==> config.mk <==
export PLATFORM = sky130hd
export DESIGN_NAME = cartridge_bank_spi_bitbang_ctrl
export DESIGN_NICKNAME = d
export VERILOG_FILES = /design/src/hw/rtl/cbspi_pkg.sv /design/src/hw/rtl/cartridge_bank_spi_bitbang_ctrl.sv
export SDC_FILE = /design/constraint.sdc
export NUM_CORES = 1
export LEC_CHECK = 0
export ABC_CLOCK_PERIOD_IN_PS = 3350
export BUFFER_PORTS_ARGS = -buffer_cell sky130_fd_sc_hd__buf_2
export CAP_MARGIN = 30
export CELL_PAD_IN_SITES_DETAIL_PLACEMENT = 0
export CELL_PAD_IN_SITES_GLOBAL_PLACEMENT = 1
export CORE_ASPECT_RATIO = 0.75
export CORE_MARGIN = 1
export CORE_UTILIZATION = 43
export CTS_BUF_LIST = sky130_fd_sc_hd__clkbuf_2 sky130_fd_sc_hd__clkbuf_4 sky130_fd_sc_hd__clkbuf_8
export DETAILED_ROUTE_END_ITERATION = 8
export HOLD_SLACK_MARGIN = 0.12
export PLACE_DENSITY = 0.91
export SETUP_SLACK_MARGIN = 0.5
export SLEW_MARGIN = 20
export SYNTH_ARGS = -nofsm -noshare
export SYNTH_HDL_FRONTEND = slang
export SYNTH_SLANG_ARGS = --single-unit
==> constraint.sdc <==
create_clock -name i_clk -period 3.35 [get_ports i_clk]
set_clock_uncertainty 0.1 [all_clocks]
set_input_delay 0.1675 -clock i_clk [delete_from_list [all_inputs] [get_ports i_clk]]
set_output_delay 0.1675 -clock i_clk [all_outputs]
set_load 0.03 [all_outputs]
==> src/hw/rtl/cbspi_pkg.sv <==
// Shared types and constants for the cartridge bank / serial flash controller.
// No dependencies; imported by the top level and its checker.
`default_nettype none

package cbspi_pkg;

    localparam int BANK_BITS_DEF = 11;
    localparam int BANK_W        = 11;   // width of the reported bank field
    localparam int ROM_ADDR_W    = 24;
    localparam int ROM_OFS_W     = 13;   // 8 KiB window inside a bank

    localparam int S_TDATA_W = 32;
    localparam int S_TUSER_W = 2;
    localparam int M_TDATA_W = 48;
    localparam int M_TUSER_W = 3;

    localparam logic [7:0] IO_CTRL_ADDR = 8'h08;

    typedef enum logic [1:0] {
        FUNC_IO_WR  = 2'd0,
        FUNC_IO_RD  = 2'd1,
        FUNC_ROM_LO = 2'd2,
        FUNC_ROM_HI = 2'd3
    } t_func;

    typedef enum logic [1:0] {
        SRC_NONE   = 2'd0,
        SRC_FLASH  = 2'd1,
        SRC_VECTOR = 2'd2,
        SRC_MEM    = 2'd3
    } t_source;

    typedef enum logic [1:0] {
        MODE_GAME8K  = 2'd0,
        MODE_ULTIMAX = 2'd1,
        MODE_OFF     = 2'd2
    } t_mode;

    // CPU port configurations that still map the cartridge at low ROM
    localparam logic [2:0] MCFG_ALL_ROM = 3'd7;
    localparam logic [2:0] MCFG_IO_ROM  = 3'd3;

    // fixed reset/irq vector bytes served at the top eight addresses
    function automatic logic [7:0] vec_byte(input logic [2:0] idx);
        logic [7:0] b;
        case (idx)
            3'd0:    b = 8'h08;
            3'd1:    b = 8'h00;
            3'd2:    b = 8'h08;
            3'd3:    b = 8'h00;
            3'd4:    b = 8'h0c;
            3'd5:    b = 8'h80;
            3'd6:    b = 8'h0c;
            default: b = 8'h00;
        endcase
        return b;
    endfunction

endpackage

`default_nettype wire

==> src/hw/rtl/cartridge_bank_spi_bitbang_ctrl.sv <==
// Cartridge controller: bank register, bit-banged flash pins, ROM address mapping.
// Depends on cbspi_pkg.
// Items pass an input register, then a result register; throughput is one item per cycle
// while results are taken; while a result waits the input register takes one more.
// State (bank, flags, mode, pin latches) updates as an item moves into the result register.
// Synchronous active-low reset: chip select deselected, control state cleared, no item held.
`default_nettype none

module cartridge_bank_spi_bitbang_ctrl #(
    parameter int BANK_BITS = cbspi_pkg::BANK_BITS_DEF
) (
    input  wire logic                           i_clk,
    input  wire logic                           i_rst_n,
    input  wire logic                           i_s_tvalid,
    output logic                                o_s_tready,
    // addr[15:0], wdata[23:16], flash_dout[24], cpu_cfg[27:25], zero pad
    input  wire logic [cbspi_pkg::S_TDATA_W-1:0] i_s_tdata,
    // func[1:0]
    input  wire logic [cbspi_pkg::S_TUSER_W-1:0] i_s_tuser,
    output logic                                o_m_tvalid,
    input  wire logic                           i_m_tready,
    // rdata[7:0], rom_addr[31:8], flash_cs[32], flash_clk[33], flash_din[34],
    // map_mode[36:35], cur_bank[47:37]
    output logic [cbspi_pkg::M_TDATA_W-1:0]      o_m_tdata,
    // rdata_valid[0], source[2:1]
    output logic [cbspi_pkg::M_TUSER_W-1:0]      o_m_tuser
);
    import cbspi_pkg::*;

    // input register
    logic        r_in_valid;
    t_func       r_in_func;
    logic [15:0] r_in_addr;
    logic [7:0]  r_in_wdata;
    logic        r_in_dout;
    logic [2:0]  r_in_mcfg;

    // block state
    logic [BANK_BITS-1:0] r_bank, n_bank;
    logic  r_bitbang, n_bitbang;
    logic  r_vectors, n_vectors;
    t_mode r_mode, n_mode;
    logic  r_cs, n_cs;
    logic  r_clk_l, n_clk_l;
    logic  r_din_l, n_din_l;
    logic  r_clk_pin, n_clk_pin;
    logic  r_din_pin, n_din_pin;

    // result register
    logic                  r_out_valid;
    logic [7:0]            r_out_rdata, n_rdata;
    logic                  r_out_rvalid, n_rvalid;
    t_source               r_out_source, n_source;
    logic [ROM_ADDR_W-1:0] r_out_rom_addr, n_rom_addr;

    logic              move;
    logic [7:0]        a8;
    logic [BANK_W-1:0] bank_ext;

    assign move       = r_in_valid && (!r_out_valid || i_m_tready);
    assign o_s_tready = !r_in_valid || move;
    assign a8         = r_in_addr[7:0];
    assign bank_ext   = BANK_W'(r_bank);

    always_comb begin
        n_bank     = r_bank;
        n_bitbang  = r_bitbang;
        n_vectors  = r_vectors;
        n_mode     = r_mode;
        n_cs       = r_cs;
        n_clk_l    = r_clk_l;
        n_din_l    = r_din_l;
        n_clk_pin  = r_clk_pin;
        n_din_pin  = r_din_pin;
        n_rdata    = '0;
        n_rvalid   = 1'b0;
        n_source   = SRC_NONE;
        n_rom_addr = '0;

        unique case (r_in_func)
            FUNC_IO_WR: begin
                if (a8[7:3] == 5'd0) begin
                    if (r_bitbang) begin
                        n_cs    = r_in_wdata[6];
                        n_clk_l = r_in_wdata[5];
                        n_din_l = r_in_wdata[4];
                    end else begin
                        // upper bank bits come from the low address bits
                        n_bank = BANK_BITS'({a8[2:0], r_in_wdata});
                    end
                end else if (a8 == IO_CTRL_ADDR) begin
                    n_bitbang = r_in_wdata[7];
                    n_vectors = r_in_wdata[5];
                    if (r_in_wdata[6])
                        n_mode = MODE_OFF;
                    else if (r_in_wdata[5])
                        n_mode = MODE_ULTIMAX;
                    else
                        n_mode = MODE_GAME8K;
                end
                // pins follow the latches whenever the flash is selected
                if (!n_cs) begin
                    n_clk_pin = n_clk_l;
                    n_din_pin = n_din_l;
                end
            end
            FUNC_IO_RD: begin
                if (r_bitbang) begin
                    if (!r_cs) begin
                        n_rvalid = 1'b1;
                        n_rdata  = {r_in_dout, 7'd0};
                    end
                end else if (a8[7:3] == 5'd0) begin
                    n_rvalid = 1'b1;
                    n_rdata  = bank_ext[7:0];
                end else if (a8[7:4] == 4'd0) begin
                    n_rvalid = 1'b1;
                    n_rdata  = 8'(bank_ext[BANK_W-1:8]);
                end
            end
            FUNC_ROM_LO: begin
                if (!r_vectors || r_in_mcfg == MCFG_ALL_ROM || r_in_mcfg == MCFG_IO_ROM) begin
                    n_source   = SRC_FLASH;
                    n_rom_addr = {bank_ext, r_in_addr[ROM_OFS_W-1:0]};
                end else begin
                    n_source = SRC_MEM;
                end
            end
            FUNC_ROM_HI: begin
                if (&r_in_addr[15:3]) begin
                    n_source = SRC_VECTOR;
                    n_rdata  = vec_byte(r_in_addr[2:0]);
                end else begin
                    n_source = SRC_MEM;
                end
            end
        endcase
    end

    always_ff @(posedge i_clk) begin
        if (!i_rst_n) begin
            r_in_valid  <= 1'b0;
            r_out_valid <= 1'b0;
            r_bank      <= '0;
            r_bitbang   <= 1'b0;
            r_vectors   <= 1'b0;
            r_mode      <= MODE_GAME8K;
            r_cs        <= 1'b1;
            r_clk_l     <= 1'b0;
            r_din_l     <= 1'b0;
            r_clk_pin   <= 1'b0;
            r_din_pin   <= 1'b0;
        end else begin
            if (o_s_tready)
                r_in_valid <= i_s_tvalid;
            if (move) begin
                r_out_valid <= 1'b1;
                r_bank      <= n_bank;
                r_bitbang   <= n_bitbang;
                r_vectors   <= n_vectors;
                r_mode      <= n_mode;
                r_cs        <= n_cs;
                r_clk_l     <= n_clk_l;
                r_din_l     <= n_din_l;
                r_clk_pin   <= n_clk_pin;
                r_din_pin   <= n_din_pin;
            end else if (i_m_tready) begin
                r_out_valid <= 1'b0;
            end
        end
    end

    // payload registers
    always_ff @(posedge i_clk) begin
        if (o_s_tready && i_s_tvalid) begin
            r_in_func  <= t_func'(i_s_tuser);
            r_in_addr  <= i_s_tdata[15:0];
            r_in_wdata <= i_s_tdata[23:16];
            r_in_dout  <= i_s_tdata[24];
            r_in_mcfg  <= i_s_tdata[27:25];
        end
        if (move) begin
            r_out_rdata    <= n_rdata;
            r_out_rvalid   <= n_rvalid;
            r_out_source   <= n_source;
            r_out_rom_addr <= n_rom_addr;
        end
    end

    // state registers only change on a move, so they match the held result
    assign o_m_tvalid = r_out_valid;
    assign o_m_tdata  = {bank_ext, r_mode, r_din_pin, r_clk_pin, r_cs,
                         r_out_rom_addr, r_out_rdata};
    assign o_m_tuser  = {r_out_source, r_out_rvalid};

endmodule

`default_nettype wire

==> results.yml <==
detailed_routing:
  drc: 0
  wl_met3_um: 500
  vias_per_cell: 5.09
  num_vias: 2373
  drt-met1-wl_mm: 3.33
  drtIter0Drc: 163
  first_pass_iters: 4
  topRoutingLayerUsed: "met4"
  postRouteAntennaNets: 0
  routed_wl_mm: 7.09
  wl_met2_mm: 3.14
  wl_per_cell_um: 15.2
critical_path:
  worstPathMaxFanout: 12
  cp_cell_sequence: "nor4_4 > nand2b_1 > nor3_1 > a32o_1"
  worstSetupEndpointType: "flip-flop"
  critPathMaxStageDelay_ns: 0.56
  arrival_ns: 2.42
  path_buf_inv: 0
  critPathTopFamily: "simple AND/OR/NAND/NOR gates"
  critical_path.startpoint_type: "flip-flop"
  crit_type: "reg -> reg"
  cp.required_ns: 3.48
  critical_path.slowest_cell: "nor3_1"
timing:
  finalSetupViolCount: 0
  setup_tns_ns: 0
  period_needed_ns: 2.29
  relSlewSlack: 0.548
  hold_violations: 0
  fin_crit_sh: 0.685
  finalMaxSlewViolations: 0
  fmax_mhz: 436
  worst_pin_slew_ns: 0.677
  fin_ws_ns: 1.06
  rsz0062_at_grt: "no"
cts:
  h-tree-depth: 3
  tritoncts: "done"
  clk_pin_slew_worst_paths_ns: 0.09
  cts_root_buffer: "clkbuf_8"
  clock_latency_ns: 0.35
  numCtsBuffers: 9
  clockBufferDepth: 2
  clock_sinks: 86
finish:
  postLayoutCoreUtil: 0.586
  final_layout_size_suffix_gt1_frac: 0.301
  area_growth_pct: 31.3
  n_fill_cell: 607
  fin_nets: 398
  diodes: 0
  final_area_um2: 4310
yosys:
  avgSynthCellArea_um2: 13.4
  netlist_instances: 245
  synth-seq-cells: 86
  ys_top_cells_by_area: "edfxtp_1, dfxtp_1, and3_1, a21oi_1, nand3_1"
  netlist_area_um2: 3290
  ys_seq_area_frac: 0.719
  synth_common_cells: "edfxtp_1, and3_1, dfxtp_1"
  yosysUniqueCellTypes: 35
  yosys_warnings: 0
  synthArstFlopShare: 0
  syn_nets: 283
  yosys.area.top_type: "edfxtp_1"
  synth_top_cell_area_share: 0.585
  synth_edf_count: 64
  synth.most_common_cell: "edfxtp_1"
  synth_flop_cell: "edfxtp_1"
power:
  leakage_uw: 0.00173
  vdd_drop_max_v: 0.000307
  power_density_nw_per_um2: 473
global_routing:
  grt_first_pass_wirelength_mm: 11.1
  grt_use_total: 0.190
  antenna_found_initial: 0
  grt_max_degree: 36
  grt-ovfl-total: 0
  grt_pass1_vias: 2249
outcome:
  status: "complete, no violations"
floorplanning:
  die-area_um2: 8000
  ioPinCount: 91
  die_height_um: 77.7
  start_util: 0.446
  core.rowCount: 27
  die_width_um: 103
  core_um2: 7360
placed_design:
  routabilityCongestion: 0.823
  pre_cts_ws_ns: 1.11
  post_dp_cell_area_um2: 3780
  dp_hpwl_mm: 4.69
  io_buffers: 85
worst_hold_path:
  worstHoldPathType: "in -> reg"
job:
  maxCapViolCount: 0
[placed cells by master (no fill, tap or decap), drive strengths merged]
cell	count
o21ba	1
o21ai	18
clkbuf	10
o22ai	1
nor4	2
nor3	1
dfxtp	22
a311oi	2
nand4	6
o31ai	1
a21oi	20
buf	89
nand3	19
and4	1
nor2b	4
a32oi	1
nand2b	3
a31oi	2
inv	7
or4	1
and2	5
o32ai	1
mux2i	3
nand2	7
a32o	1
clkinv	2
dlygate4sd3	32
or3	1
clkinvlp	1
edfxtp	64
nor4b	1
and3	26
nand4b	1
nor2	9
[layout make-up]
class / count / area (um^2) / share of cell area
multi-input cells: 138 / 832 / 0.193
clock inverters: 6 / 51.3 / 0.0119
well taps: 101 / 126 / 0.0293
repair buffers: 121 / 788 / 0.183
flip-flops and latches: 86 / 2360 / 0.548
inverters: 4 / 15.0 / 0.00348
clock buffers: 10 / 138 / 0.0319
[path summary, 6_finish.rpt]
path | start | end | slack, ns | depth (start not counted)
min reg2reg | r_mode[0] | r_mode[0] | 0.39 | 2
min | i_m_tready | o_m_tvalid | 0.13 | 3
max | r_in_addr[4] | r_out_rdata[3] | 1.06 | 4
max reg2reg | r_in_addr[4] | r_out_rdata[3] | 1.06 | 4
[stage by stage]
step	hold WS, ns	total power (uW)	cells
6_report	0.132	2040	466
5_1_grt	0.156	2120	466
4_1_cts	0.123	2050	465
3_5_place_dp	0.246	1360	417
3_3_place_gp	0.244	1350	417
2_1_floorplan	0.147	1300	245
[cells by family after synthesis]
family                 share of synthesized area
flip-flops                                 0.719
AO/OA/AOI/OAI                             0.0868
AND/OR/NAND/NOR                            0.155
buffers and inverters                     0.0301
multiplexers                             0.00914
[flip-flops by register name, indices dropped and copies added, names as in the netlist, 2 cells and up]
signal	cells
r_out_source	2
r_out_rdata	8
bank_ext	11
r_in_addr	16
r_mode	2
r_out_rom_addr	24
r_in_func	2
r_in_mcfg	2
r_in_wdata	8
[metal layers]
layer / vias to the layer above / global-route usage
met5: - / 0
li1: 1157 / -
met3: 13 / 0.0685
met1: 1104 / 0.255
met2: 99 / 0.282
met4: 0 / 0.0690
[power by group]
group / leakage [uW] / internal, uW / switching (uW)
Sequential: 0.000808 / 1180 / 24.5
Combinational: 0.000831 / 64.7 / 90.8
Clock: 0.0000939 / 300 / 379
[tightest hold or removal path, cell delays in order]
cell	delay [ns]
buf_2	0.08
nand2b_1	0.19
a21oi_1	0.09
[what timing repair did]
item	in CTS	in global routing
gates resized for setup	0	0
setup buffers	0	0
hold buffers	32	0
endpoints found under the hold margin	31	0
Power figures use the tool's default switching activity.
